**config.mk**
```make
export PLATFORM = sky130hd
export DESIGN_NAME = ramped_gain_stage_top
export DESIGN_NICKNAME = d
export VERILOG_FILES = /design/src/hw/rtl/rgs_pkg.sv /design/src/hw/rtl/ramped_gain_stage_top.sv /design/src/hw/rtl/rgs_fifo.sv /design/src/hw/rtl/rgs_div.sv /design/src/hw/rtl/rgs_front.sv /design/src/hw/rtl/rgs_back.sv
export SDC_FILE = /design/constraint.sdc
export NUM_CORES = 2
export LEC_CHECK = 0
export BUFFER_PORTS_ARGS = -buffer_cell sky130_fd_sc_hd__buf_2
export CORE_ASPECT_RATIO = 0.75
export CORE_UTILIZATION = 46
export DETAILED_ROUTE_END_ITERATION = 6
export PLACE_DENSITY = 0.62
export SYNTH_ARGS = -nofsm -noshare
export SYNTH_HDL_FRONTEND = slang
export SYNTH_HIERARCHICAL = 1
export SYNTH_SLANG_ARGS = --single-unit
```
**constraint.sdc**
```tcl
create_clock -name clk -period 6.5 [get_ports clk]
set_input_delay 0.325 -clock clk [delete_from_list [all_inputs] [get_ports clk]]
set_output_delay 0.325 -clock clk [all_outputs]
set_load 0.05 [all_outputs]
```
**src/hw/rtl/rgs_pkg.sv**
```systemverilog
// Shared constants, codes and types for the ramped gain stage.
package rgs_pkg;

	// Fixed field and state widths
	localparam int GAIN_W       = 24;
	localparam int FRAMES_W     = 13;
	localparam int RAMP_EXTRA   = 15;
	localparam int RAMP_W       = 40;
	localparam int APPLY_W      = RAMP_W - RAMP_EXTRA;
	localparam int FRAMES_RESET = 256;

	// Configuration port
	localparam int CFG_DATA_W = GAIN_W;
	localparam int CFG_IDX_W  = 1;
	localparam logic [CFG_IDX_W-1:0] CFG_TARGET_GAIN = 1'd0;
	localparam logic [CFG_IDX_W-1:0] CFG_FRAMES      = 1'd1;

	// Defaults for the top-level parameters
	localparam int SAMPLE_BITS_DEF    = 16;
	localparam int GAIN_FRAC_BITS_DEF = 16;
	localparam int MAX_FRAMES_DEF     = 4096;

	// Queue depths (powers of two)
	localparam int MID_DEPTH = 4;
	localparam int OUT_DEPTH = 4;
	localparam int OUT_CNT_W = $clog2(OUT_DEPTH) + 1;

	// Step divider
	localparam int DIV_CNT_W = $clog2(RAMP_W);

	typedef enum logic {
		FR_ACCEPT,
		FR_WAIT
	} rgs_front_state_t;

	typedef struct packed {
		logic bypass;
		logic last;
	} rgs_flags_t;

	typedef struct packed {
		logic                start;
		logic                negate;
		logic [RAMP_W-1:0]   dividend;
		logic [FRAMES_W-1:0] divisor;
	} rgs_div_req_t;

	typedef struct packed {
		logic              done;
		logic [RAMP_W-1:0] quotient;
	} rgs_div_rsp_t;

endpackage

```
**src/hw/rtl/ramped_gain_stage_top.sv**
```systemverilog
// Top level of the ramped gain stage: front end, middle queue, back end, output queue.
//
//  channel  | handshake          | payload
//  ---------+--------------------+--------------------------------------------
//  config   | cfg_wr_en          | cfg_index, cfg_data
//  input    | push / full        | sample_in, channel_start, buffer_end
//  result   | empty / pop        | sample_out, clipped, last_of_buffer
//
//  One item per cycle when the gain is steady or a ramp just advances.
//  A channel start while the gain ramps stalls the input until the step is known:
//  the step is divided out one quotient bit per cycle by the restoring divider.
//  A result passes the middle queue, the multiply stage and the output queue.
//  Reset is asynchronous and active low; it restores unity gain and a 256-frame ramp.
//  Either side may stall: full rises when the four-beat middle queue is full,
//  and the back end stops when the four-beat output queue has no free slot.
module ramped_gain_stage_top #(
	parameter int SAMPLE_BITS    = rgs_pkg::SAMPLE_BITS_DEF,
	parameter int GAIN_FRAC_BITS = rgs_pkg::GAIN_FRAC_BITS_DEF,
	parameter int MAX_FRAMES     = rgs_pkg::MAX_FRAMES_DEF
) (
	input  logic                           clk,
	input  logic                           arst_n,
	input  logic                           cfg_wr_en,
	input  logic [rgs_pkg::CFG_IDX_W-1:0]  cfg_index,
	input  logic [rgs_pkg::CFG_DATA_W-1:0] cfg_data,
	input  logic                           push,
	output logic                           full,
	input  logic signed [SAMPLE_BITS-1:0]  sample_in,
	input  logic                           channel_start,
	input  logic                           buffer_end,
	output logic                           empty,
	input  logic                           pop,
	output logic signed [SAMPLE_BITS-1:0]  sample_out,
	output logic                           clipped,
	output logic                           last_of_buffer
);
	import rgs_pkg::*;

	localparam int ITEM_W = SAMPLE_BITS + APPLY_W + 2;
	localparam int RES_W  = SAMPLE_BITS + 2;

	logic                 mid_wr;
	logic [ITEM_W-1:0]    mid_wdata;
	logic                 mid_full;
	logic                 mid_rd;
	logic [ITEM_W-1:0]    mid_rdata;
	logic                 mid_empty;
	logic [$clog2(MID_DEPTH):0] mid_count;

	logic                 out_wr;
	logic [RES_W-1:0]     out_wdata;
	logic                 out_full;
	logic [RES_W-1:0]     out_rdata;
	logic [OUT_CNT_W-1:0] out_count;
	logic                 out_rd;
	logic                 out_empty;

	rgs_front #(
		.SAMPLE_BITS    (SAMPLE_BITS),
		.GAIN_FRAC_BITS (GAIN_FRAC_BITS),
		.MAX_FRAMES     (MAX_FRAMES)
	) u_front (
		.clk           (clk),
		.arst_n        (arst_n),
		.cfg_wr_en     (cfg_wr_en),
		.cfg_index     (cfg_index),
		.cfg_data      (cfg_data),
		.push          (push),
		.full          (full),
		.sample_in     (sample_in),
		.channel_start (channel_start),
		.buffer_end    (buffer_end),
		.mid_wr        (mid_wr),
		.mid_data      (mid_wdata),
		.mid_full      (mid_full)
	);

	rgs_fifo #(
		.WIDTH (ITEM_W),
		.DEPTH (MID_DEPTH)
	) u_mid_fifo (
		.clk     (clk),
		.arst_n  (arst_n),
		.wr_en   (mid_wr),
		.wr_data (mid_wdata),
		.full    (mid_full),
		.rd_en   (mid_rd),
		.rd_data (mid_rdata),
		.empty   (mid_empty),
		.count   (mid_count)
	);

	rgs_back #(
		.SAMPLE_BITS    (SAMPLE_BITS),
		.GAIN_FRAC_BITS (GAIN_FRAC_BITS)
	) u_back (
		.clk       (clk),
		.arst_n    (arst_n),
		.mid_data  (mid_rdata),
		.mid_empty (mid_empty),
		.mid_rd    (mid_rd),
		.out_count (out_count),
		.out_full  (out_full),
		.out_wr    (out_wr),
		.out_data  (out_wdata)
	);

	rgs_fifo #(
		.WIDTH (RES_W),
		.DEPTH (OUT_DEPTH)
	) u_out_fifo (
		.clk     (clk),
		.arst_n  (arst_n),
		.wr_en   (out_wr),
		.wr_data (out_wdata),
		.full    (out_full),
		.rd_en   (out_rd),
		.rd_data (out_rdata),
		.empty   (out_empty),
		.count   (out_count)
	);

	// Drain a result beat on pop
	assign out_rd = pop && !out_empty;
	assign empty  = out_empty;
	assign {sample_out, clipped, last_of_buffer} = out_rdata;

	a_mid_count_bound: assert property (@(posedge clk) disable iff (!arst_n)
		mid_full |-> (mid_count == ($clog2(MID_DEPTH)+1)'(MID_DEPTH)))
		else $error("ramped_gain_stage_top: middle queue full flag out of step");

endmodule

```
**src/hw/rtl/rgs_fifo.sv**
```systemverilog
// Small register-based first-in first-out queue.
module rgs_fifo #(
	parameter int WIDTH = 8,
	parameter int DEPTH = 4
) (
	input  logic                       clk,
	input  logic                       arst_n,
	input  logic                       wr_en,
	input  logic [WIDTH-1:0]           wr_data,
	output logic                       full,
	input  logic                       rd_en,
	output logic [WIDTH-1:0]           rd_data,
	output logic                       empty,
	output logic [$clog2(DEPTH):0]     count
);
	localparam int AW = $clog2(DEPTH);

	logic [WIDTH-1:0] mem_q [DEPTH];
	logic [AW-1:0]    wr_ptr_q;
	logic [AW-1:0]    rd_ptr_q;
	logic [AW:0]      count_q;

	assign full    = (count_q == (AW+1)'(DEPTH));
	assign empty   = (count_q == '0);
	assign count   = count_q;
	assign rd_data = mem_q[rd_ptr_q];

	// Store the incoming beat
	always_ff @(posedge clk) begin
		if (wr_en) begin
			mem_q[wr_ptr_q] <= wr_data;
		end
	end

	// Advance pointers and occupancy
	always_ff @(posedge clk or negedge arst_n) begin
		if (!arst_n) begin
			wr_ptr_q <= '0;
			rd_ptr_q <= '0;
			count_q  <= '0;
		end else begin
			if (wr_en) begin
				wr_ptr_q <= wr_ptr_q + AW'(1);
			end
			if (rd_en) begin
				rd_ptr_q <= rd_ptr_q + AW'(1);
			end
			case ({wr_en, rd_en})
				2'b10:   count_q <= count_q + (AW+1)'(1);
				2'b01:   count_q <= count_q - (AW+1)'(1);
				default: count_q <= count_q;
			endcase
		end
	end

	a_no_overflow: assert property (@(posedge clk) disable iff (!arst_n)
		!(wr_en && full && !rd_en))
		else $error("rgs_fifo: write into a full queue");

	a_no_underflow: assert property (@(posedge clk) disable iff (!arst_n)
		!(rd_en && empty))
		else $error("rgs_fifo: read from an empty queue");

endmodule

```
**src/hw/rtl/rgs_div.sv**
```systemverilog
// Iterative restoring divider for the ramp step, one quotient bit per cycle.
module rgs_div (
	input  logic                 clk,
	input  logic                 arst_n,
	input  rgs_pkg::rgs_div_req_t req,
	output rgs_pkg::rgs_div_rsp_t rsp
);
	import rgs_pkg::*;

	logic                 busy_q;
	logic                 done_q;
	logic [DIV_CNT_W-1:0] cnt_q;
	logic [RAMP_W-1:0]    quo_q;
	logic [FRAMES_W-1:0]  rem_q;
	logic [FRAMES_W-1:0]  div_q;
	logic                 neg_q;

	logic [FRAMES_W:0]    rem_sh;
	logic                 take;
	logic [FRAMES_W-1:0]  rem_nx;
	logic                 last_step;

	// One restoring step: shift in the next dividend bit, subtract if it fits
	always_comb begin
		rem_sh    = {rem_q, quo_q[RAMP_W-1]};
		take      = (rem_sh >= {1'b0, div_q});
		rem_nx    = take ? FRAMES_W'(rem_sh - {1'b0, div_q}) : rem_sh[FRAMES_W-1:0];
		last_step = busy_q && (cnt_q == DIV_CNT_W'(RAMP_W - 1));
	end

	// Hold operands and shift the quotient in
	always_ff @(posedge clk) begin
		if (req.start) begin
			quo_q <= req.dividend;
			rem_q <= '0;
			div_q <= req.divisor;
			neg_q <= req.negate;
		end else if (busy_q) begin
			quo_q <= {quo_q[RAMP_W-2:0], take};
			rem_q <= rem_nx;
		end
	end

	// Step counter and completion pulse
	always_ff @(posedge clk or negedge arst_n) begin
		if (!arst_n) begin
			busy_q <= 1'b0;
			done_q <= 1'b0;
			cnt_q  <= '0;
		end else begin
			done_q <= last_step;
			if (req.start) begin
				busy_q <= 1'b1;
				cnt_q  <= '0;
			end else if (busy_q) begin
				cnt_q <= cnt_q + DIV_CNT_W'(1);
				if (last_step) begin
					busy_q <= 1'b0;
				end
			end
		end
	end

	// Truncate toward zero: divide magnitudes, then restore the sign
	assign rsp.done     = done_q;
	assign rsp.quotient = neg_q ? (RAMP_W'(0) - quo_q) : quo_q;

endmodule

```
**src/hw/rtl/rgs_front.sv**
```systemverilog
// Front end: configuration, gain classification, ramp state and step division.
module rgs_front #(
	parameter int SAMPLE_BITS    = rgs_pkg::SAMPLE_BITS_DEF,
	parameter int GAIN_FRAC_BITS = rgs_pkg::GAIN_FRAC_BITS_DEF,
	parameter int MAX_FRAMES     = rgs_pkg::MAX_FRAMES_DEF
) (
	input  logic                              clk,
	input  logic                              arst_n,
	input  logic                              cfg_wr_en,
	input  logic [rgs_pkg::CFG_IDX_W-1:0]     cfg_index,
	input  logic [rgs_pkg::CFG_DATA_W-1:0]    cfg_data,
	input  logic                              push,
	output logic                              full,
	input  logic signed [SAMPLE_BITS-1:0]     sample_in,
	input  logic                              channel_start,
	input  logic                              buffer_end,
	output logic                              mid_wr,
	output logic [SAMPLE_BITS+rgs_pkg::APPLY_W+1:0] mid_data,
	input  logic                              mid_full
);
	import rgs_pkg::*;

	localparam int DW = GAIN_W + 2;
	localparam logic [GAIN_W-1:0]     GAIN_RESET = GAIN_W'(1 << GAIN_FRAC_BITS);
	localparam logic signed [DW-1:0]  UNITY_X    = DW'(1 << GAIN_FRAC_BITS);
	localparam logic signed [DW-1:0]  BAND       = DW'(2);
	localparam int SIGN_PAD = RAMP_W - GAIN_W - RAMP_EXTRA;

	rgs_front_state_t state_q, state_d;

	logic signed [GAIN_W-1:0] target_q;
	logic [FRAMES_W-1:0]      frames_q;
	logic signed [GAIN_W-1:0] applied_q;
	logic [RAMP_W-1:0]        ramp_gain_q;
	logic [RAMP_W-1:0]        ramp_step_q;

	logic                     accept;
	logic                     same;
	logic signed [DW-1:0]     unity_off;
	logic                     near_unity;
	logic                     ramp_start;
	logic signed [APPLY_W-1:0] gain;
	logic signed [APPLY_W-1:0] diff;
	logic [APPLY_W-1:0]       diff_mag;
	logic [RAMP_W-1:0]        ramp_init;
	logic [FRAMES_W-1:0]      divisor;
	rgs_flags_t               flags;
	rgs_div_req_t             div_req;
	rgs_div_rsp_t             div_rsp;

	// Classify the item and pick the gain it gets
	always_comb begin
		accept     = push && !full;
		same       = (target_q == applied_q);
		unity_off  = DW'(target_q) - UNITY_X;
		near_unity = (unity_off >= -BAND) && (unity_off <= BAND);
		ramp_start = accept && !same && channel_start;
		ramp_init  = {{SIGN_PAD{applied_q[GAIN_W-1]}}, applied_q, RAMP_EXTRA'(0)};
		if (same) begin
			gain = APPLY_W'(target_q);
		end else if (channel_start) begin
			gain = APPLY_W'(applied_q);
		end else begin
			gain = ramp_gain_q[RAMP_W-1:RAMP_EXTRA];
		end
		flags.bypass = same && near_unity;
		flags.last   = buffer_end;
	end

	// Step request: |target - applied| scaled up, over the clamped ramp length
	always_comb begin
		diff     = APPLY_W'(target_q) - APPLY_W'(applied_q);
		diff_mag = diff[APPLY_W-1] ? (APPLY_W'(0) - diff) : diff;
		if (frames_q == '0) begin
			divisor = FRAMES_W'(1);
		end else if (int'(frames_q) > MAX_FRAMES) begin
			divisor = FRAMES_W'(MAX_FRAMES);
		end else begin
			divisor = frames_q;
		end
		div_req.start    = ramp_start;
		div_req.negate   = diff[APPLY_W-1];
		div_req.dividend = {diff_mag, RAMP_EXTRA'(0)};
		div_req.divisor  = divisor;
	end

	rgs_div u_div (
		.clk    (clk),
		.arst_n (arst_n),
		.req    (div_req),
		.rsp    (div_rsp)
	);

	assign full     = (state_q != FR_ACCEPT) || mid_full;
	assign mid_wr   = accept;
	assign mid_data = {sample_in, gain, flags};

	// Next state: wait for the step after a ramp restart
	always_comb begin
		state_d = state_q;
		case (state_q)
			FR_ACCEPT: begin
				if (ramp_start) begin
					state_d = FR_WAIT;
				end
			end
			FR_WAIT: begin
				if (div_rsp.done) begin
					state_d = FR_ACCEPT;
				end
			end
			default: state_d = FR_ACCEPT;
		endcase
	end

	always_ff @(posedge clk or negedge arst_n) begin
		if (!arst_n) begin
			state_q <= FR_ACCEPT;
		end else begin
			state_q <= state_d;
		end
	end

	// Configuration and gain state
	always_ff @(posedge clk or negedge arst_n) begin
		if (!arst_n) begin
			target_q    <= GAIN_RESET;
			frames_q    <= FRAMES_W'(FRAMES_RESET);
			applied_q   <= GAIN_RESET;
			ramp_gain_q <= '0;
			ramp_step_q <= '0;
		end else begin
			if (cfg_wr_en) begin
				case (cfg_index)
					CFG_TARGET_GAIN: target_q <= cfg_data[GAIN_W-1:0];
					CFG_FRAMES:      frames_q <= cfg_data[FRAMES_W-1:0];
					default:         ;
				endcase
			end
			if (accept) begin
				if (buffer_end) begin
					applied_q <= target_q;
				end
				if (!same) begin
					if (channel_start) begin
						ramp_gain_q <= ramp_init;
					end else begin
						ramp_gain_q <= ramp_gain_q + ramp_step_q;
					end
				end
			end else if (div_rsp.done) begin
				ramp_step_q <= div_rsp.quotient;
				ramp_gain_q <= ramp_gain_q + div_rsp.quotient;
			end
		end
	end

	a_no_push_while_dividing: assert property (@(posedge clk) disable iff (!arst_n)
		(state_q == FR_WAIT) |-> !mid_wr)
		else $error("rgs_front: item queued before the ramp step is known");

	a_restart_waits: assert property (@(posedge clk) disable iff (!arst_n)
		ramp_start |=> (state_q == FR_WAIT))
		else $error("rgs_front: ramp restart did not wait for the divider");

	a_done_when_waiting: assert property (@(posedge clk) disable iff (!arst_n)
		div_rsp.done |-> (state_q == FR_WAIT))
		else $error("rgs_front: divider finished with nobody waiting");

endmodule

```
**src/hw/rtl/rgs_back.sv**
```systemverilog
// Back end: multiply, round, saturate and hand results to the output queue.
module rgs_back #(
	parameter int SAMPLE_BITS    = rgs_pkg::SAMPLE_BITS_DEF,
	parameter int GAIN_FRAC_BITS = rgs_pkg::GAIN_FRAC_BITS_DEF
) (
	input  logic                                    clk,
	input  logic                                    arst_n,
	input  logic [SAMPLE_BITS+rgs_pkg::APPLY_W+1:0] mid_data,
	input  logic                                    mid_empty,
	output logic                                    mid_rd,
	input  logic [rgs_pkg::OUT_CNT_W-1:0]           out_count,
	input  logic                                    out_full,
	output logic                                    out_wr,
	output logic [SAMPLE_BITS+1:0]                  out_data
);
	import rgs_pkg::*;

	localparam int PW = SAMPLE_BITS + APPLY_W;
	localparam int RW = PW - GAIN_FRAC_BITS;
	localparam logic signed [PW-1:0] RND = PW'(1 << (GAIN_FRAC_BITS - 1));
	localparam logic [SAMPLE_BITS-1:0] SAT_MAX = {1'b0, {(SAMPLE_BITS-1){1'b1}}};
	localparam logic [SAMPLE_BITS-1:0] SAT_MIN = {1'b1, {(SAMPLE_BITS-1){1'b0}}};

	logic signed [SAMPLE_BITS-1:0] in_sample;
	logic signed [APPLY_W-1:0]     in_gain;
	rgs_flags_t                    in_flags;

	logic                          v_s1;
	logic signed [PW-1:0]          prod_s1;
	logic [SAMPLE_BITS-1:0]        samp_s1;
	rgs_flags_t                    flags_s1;

	logic                          room;
	logic signed [PW-1:0]          rounded;
	logic signed [RW-1:0]          scaled;
	logic                          sat_hi;
	logic                          sat_lo;
	logic [SAMPLE_BITS-1:0]        res;
	logic                          clip;

	assign {in_sample, in_gain, in_flags} = mid_data;

	// Take a beat only if the output queue has a slot for it
	always_comb begin
		if (v_s1) begin
			room = (out_count < OUT_CNT_W'(OUT_DEPTH - 1));
		end else begin
			room = (out_count < OUT_CNT_W'(OUT_DEPTH));
		end
		mid_rd = !mid_empty && room;
	end

	// Multiply stage
	always_ff @(posedge clk) begin
		if (mid_rd) begin
			prod_s1  <= in_sample * in_gain;
			samp_s1  <= in_sample;
			flags_s1 <= in_flags;
		end
	end

	always_ff @(posedge clk or negedge arst_n) begin
		if (!arst_n) begin
			v_s1 <= 1'b0;
		end else begin
			v_s1 <= mid_rd;
		end
	end

	// Round half up, drop the fraction, clamp to the sample range; bypassed samples pass unchanged
	always_comb begin
		rounded = prod_s1 + RND;
		scaled  = rounded[PW-1:GAIN_FRAC_BITS];
		sat_hi  = !scaled[RW-1] && (|scaled[RW-2:SAMPLE_BITS-1]);
		sat_lo  = scaled[RW-1] && !(&scaled[RW-2:SAMPLE_BITS-1]);
		if (flags_s1.bypass) begin
			res  = samp_s1;
			clip = 1'b0;
		end else if (sat_hi) begin
			res  = SAT_MAX;
			clip = 1'b1;
		end else if (sat_lo) begin
			res  = SAT_MIN;
			clip = 1'b1;
		end else begin
			res  = scaled[SAMPLE_BITS-1:0];
			clip = 1'b0;
		end
	end

	assign out_wr   = v_s1;
	assign out_data = {res, clip, flags_s1.last};

	a_slot_reserved: assert property (@(posedge clk) disable iff (!arst_n)
		out_wr |-> !out_full)
		else $error("rgs_back: result produced with no slot in the output queue");

endmodule
```
## Word-level counts from Yosys, hierarchy flattened

Memories as Yosys holds them, arrays and structs flattened.
Index checks and enable logic that the tools add are counted.
W data, S select, Z words.

- Register bits after elaboration: 291
- RAM bits: 244
- Input bits: 48
- Logic and storage cells: 128
- Memories kept: 2

Memory list:

| name | depth | bits a word | rd ports | clocked after Yosys merged registers in | write ports | RTL line | source |
|---|---|---|---|---|---|---|---|
| u_mid_fifo.mem_q | 4 | 43 | 1 | 0 | 1 | rgs_fifo.sv:18 | `logic [WIDTH-1:0] mem_q [DEPTH];` |
| u_out_fifo.mem_q | 4 | 18 | 1 | 0 | 1 | rgs_fifo.sv:18 |  |

- Add/subtract/negate cells: 17
- Multiply operators: 1
- Magnitude comparators: 6
- Equality and inequality tests: 8
- Multiplexer cells: 33
- Bitwise gates (word level): 3
- Reduce and logical (&&, ||, !) cells: 32

Operators with widths:

| kind | count |
|---|---|
| $mux W40 | 7 |
| $add A40 B40 Y40 | 2 |
| $mux W25 | 3 |
| $mux W16 | 3 |
| $add A41 B17 Y41 const B | 1 |
| $mul A16 B25 Y41 | 1 |
| $sub A1 B40 Y40 const A | 1 |
| $ge A26 B2 Y1 const B | 1 |
| $le A26 B3 Y1 const B | 1 |
| $mux W13 | 2 |
| $sub A1 B25 Y25 const A | 1 |
| $sub A24 B18 Y25 const B | 1 |
| $sub A24 B24 Y25 | 1 |
| $eq A24 B24 Y1 | 1 |
| $ge A14 B13 Y1 | 1 |
| $gt A13 B13 Y1 const B | 1 |
| $logic_not A13 Y1 | 1 |
| $mux W1 | 13 |
| $sub A13 B13 Y13 | 1 |
| $mux W6 | 2 |
| $pmux W3 S2 | 2 |
| $logic_and A1 B1 Y1 | 10 |
| $reduce_and A2 Y1 | 5 |
| $reduce_and A9 Y1 | 1 |
| other kinds (19) | 37 |

## Depth between registers and ports, before layout

- Depth in word-level cells: 8
- Gate-level depth with buffers: 27
- Gate-level depth less buffers: 23

## Modules after synthesis

Netlist, hierarchy kept.

Modules (own cells, without submodules):

| module | times used | cells an instance | area each (µm²) | sequential area each (µm²) |
|---|---|---|---|---|
| rgs_back | 1 | 1762 | 16138.0 | 1346.3 |
| rgs_front | 1 | 1591 | 12703.4 | 3557.2 |
| rgs_fifo (u_mid_fifo) | 1 | 262 | 6662.6 | 5340.1 |
| rgs_div | 1 | 424 | 4604.4 | 2082.0 |
| rgs_fifo (u_out_fifo) | 1 | 131 | 2996.6 | 2337.2 |
| ramped_gain_stage_top | 1 | 1 | 13.8 | 0.0 |

## Least setup slack after synthesis

Ideal clock, no wire load.

- Path kind: reg2reg
- Start point: register u_mid_fifo.rd_ptr_q[0]
- End point: register u_back.prod_s1[40] (data pin)
- Arrival: 6.966 ns
- Data required time: 6.240 ns
- Slack: -0.726 ns
- Stages on the path, launching flop included: 25
- Path buffers: 4
- Cells stage by stage: dfrtp_1 > buf_6 > buf_12 > mux4_2 > clkbuf_1 > nand2_1 > inv_1 > fa_1 > fa_1 > fa_1 > fa_1 > fa_1 > inv_1 > fa_1 > inv_1 > ha_1 > clkbuf_1 > nand3_1 > nor4_1 > nand4_1 > o32ai_1 > o21ai_0 > o211ai_1 > a21oi_1 > xnor2_1

- Longest elaborated chain between the ends: 2

RTL lines:

| element | RTL line | source |
|---|---|---|
| from (decl) | rgs_fifo.sv:20 | `logic [AW-1:0] rd_ptr_q;` |
| from (signal assigned) | rgs_fifo.sv:46 | `rd_ptr_q <= rd_ptr_q + AW'(1);` |
| $mem_v2 Z4 W43 | n/a |  |
| named net mid_rdata[26] | ramped_gain_stage_top.sv:46 | `logic [ITEM_W-1:0] mid_rdata;` |
| $mul A16 B25 Y41 | rgs_back.sv:56 | `prod_s1 <= in_sample * in_gain;` |
| to (signal assigned) | rgs_back.sv:56 |  |
| to (decl) | rgs_back.sv:29 | `logic signed [PW-1:0] prod_s1;` |

The timed path passes the listed nets, and every way through them passes these cells.
A chain may end at the register's enable or synchronous reset.

## Worst setup path in the final report

- Start point: register u_mid_fifo.rd_ptr_q[0]
- End point: register u_back.prod_s1[38] (data pin)

Same word-level chain as after synthesis.

==> reports/results.txt <==
status - complete, but fails checks
violated checks - DRC, setup timing
Total GRT Usage - 25.0%
final global-route overflow total - 0
DRT iter0 DRCs - 2821
RSZ-0062 raised after global routing - true
Netlist Area Pre-Place - 43100 um^2
residual DRC count - 20
share of cells above drive strength 1 - 15.7%
endpoint class of the critical path - flop
vias per cell - 5.48
routed via count - 31300
NumNets Final - 5102
maximum fanout along the worst path - 10
wirelength, routed - 116 mm
Final Util - 53.5%
First-pass DRT Iterations - 7
crit path time final - 7170 ps
worst hold path type - in2reg
post-route setup slack - -669 ps
Clock Skew - 50.0 ps
htree depth - 2
Syn. warnings - 6
Max-Cap Viols - 0
initial antenna violation count - 5
Area Overhead vs Synth - 14.4%
CTS tree - built
Die H - 267 um
Longest Clk Path Bufs - 3
period utilization - 110%
Final Max Tran Viols - 0
clock root buffer - clkbuf_16
Critical Path Source Type - flop
Port Buffers - 67
Post-Syn Instances - 4170
Site Rows - 96
TritonCTS Buffers - 58
vias in the first global route - 31500
die area - 95000 um^2
Setup CP Type - reg2reg
Final Hold Fails - 0
clock latency on the worst-skew pair - 680 ps
Die W - 356 um
largest net degree at the start of global routing - 78
synthesized area per cell - 10.3 um^2
first-pass GRT wire length - 183 mm
crit path DAT - 7560 ps
Routed Antenna Nets - 0
required time of the critical path - 6890 ps
WL per Instance - 20.3 um
final setup violation count - 26
core area - 92100 um^2
FMAX - 139 MHz
gp weighted congestion - 0.930
Initial Util - 46.8%
Slew headroom - 27.7%
hpwl dp - 88.8 mm
register clock-pin slew on the reported worst setup and hold paths - 60 ps
Sink Count - 520
worst slew pin tran - 1080 ps
Ports - 68
worst max-delay path: stages, from the launching register on:
cell and delay [ps]:
dfrtp_4 440, buf_12 150, buf_4 150, mux4_2 610, and2_4 210, fa_1 500
inv_1 50, fa_1 470, inv_1 50, fa_1 500, fa_1 520, fa_1 550
inv_1 50, fa_1 570, inv_1 80, ha_4 240, a21o_1 170, a21o_1 170
a21o_1 190, or3_1 360, o211ai_1 260, buf_4 180, a21boi_1 90, o21ai_2 220
a31oi_1 110
stage by stage:
step           hold slack [ps]  setup TNS (ps)  setup slack, ps  cell area, um^2  instances
3_5_place_dp               423          -11830             -696            46600       5537
4_1_cts                   16.7           -7920             -539            49200       5700
3_3_place_gp               414          -10310             -704            46600       5537
6_report                  43.2           -9980             -669            49300       5710
5_1_grt                   18.8          -16130             -878            49300       5709
2_1_floorplan             29.4            -520             -157            43500       4184
timing repair:
item,CTS,global route
endpoints found under the setup margin,26,26
gates cloned,1,0
setup buffers,11,7
gates resized for setup,33,18
hold buffers,42,0
hold endpoints to repair,178,0
pin swaps,5,4
flip-flops by register name, indices dropped and copies added (netlist names), 3 cells and up:
register / count
u_mid_fifo/mem_q: 172
u_front/target_q: 24
u_front/u_div/div_q: 13
u_mid_fifo/count: 3
u_front/ramp_gain_q: 40
u_back/samp_s1: 16
u_front/u_div/quo_q: 40
u_front/ramp_step_q: 40
u_out_fifo/count: 3
u_front/u_div/cnt_q: 6
u_out_fifo/mem_q: 72
u_front/frames_q: 13
u_front/applied_q: 24
u_back/prod_s1: 26
u_front/u_div/rem_q: 13
final cells by class:
class / instances / area, um^2
fill: 8099 / 42800
multi-input combinational: 2894 / 25800
sequential: 520 / 14700
timing repair buffer: 378 / 3150
inverter: 581 / 2180
clock buffer: 81 / 1630
tap: 1225 / 1530
clock inverter: 28 / 339
antenna: 3 / 7.51
worst paths after layout:
kind                                   startpoint  slack [ps]  cells after the start                     end
min                                           pop          40                      3  u_out_fifo/rd_ptr_q[0]
max                        u_mid_fifo/rd_ptr_q[0]        -670                     24      u_back/prod_s1[38]
min in group asynchronous                  arst_n         250                      2  u_front/ramp_step_q[0]
max in group asynchronous                  arst_n        4760                      3  u_mid_fifo/rd_ptr_q[0]
min reg2reg                u_front/ramp_step_q[5]         480                      2  u_front/ramp_step_q[5]
max reg2reg                u_mid_fifo/rd_ptr_q[0]        -670                     24      u_back/prod_s1[38]
per-layer routing:
layer | up-vias | part of all wire [%] | track usage (%)
li1 | 14600 | - | -
met1 | 15400 | 48 | 38.7
met2 | 1196 | 40 | 34.1
met3 | 133 | 11 | 7.31
met4 | 2 | 1.8 | 5.21
met5 | - | 0.069 | 0.974
layout by cell type, fill, tap and decap left out, types with 25 or more instances in the layout:
cell type,count
inv_1,571
nand2_1,517
fa_1,383
edfxtp_1,342
buf_4,233
ha_1,219
nor2_1,197
a21oi_1,180
and2_1,170
dfrtp_1,160
xnor2_1,150
o21ai_0,129
mux2_2,74
buf_2,66
xor2_1,65
clkbuf_16,59
a21o_1,58
mux4_2,58
nand3_1,47
dlygate4sd3_1,42
nor3_1,40
nor2b_1,36
mux2i_1,35
nand4_1,33
a31oi_1,33
nand2b_1,29
a211oi_1,26
buf_12,26
and3_1,25
Power is not shown: default switching activity piles up to over one toggle a cycle in this logic, so the estimate is an artifact.
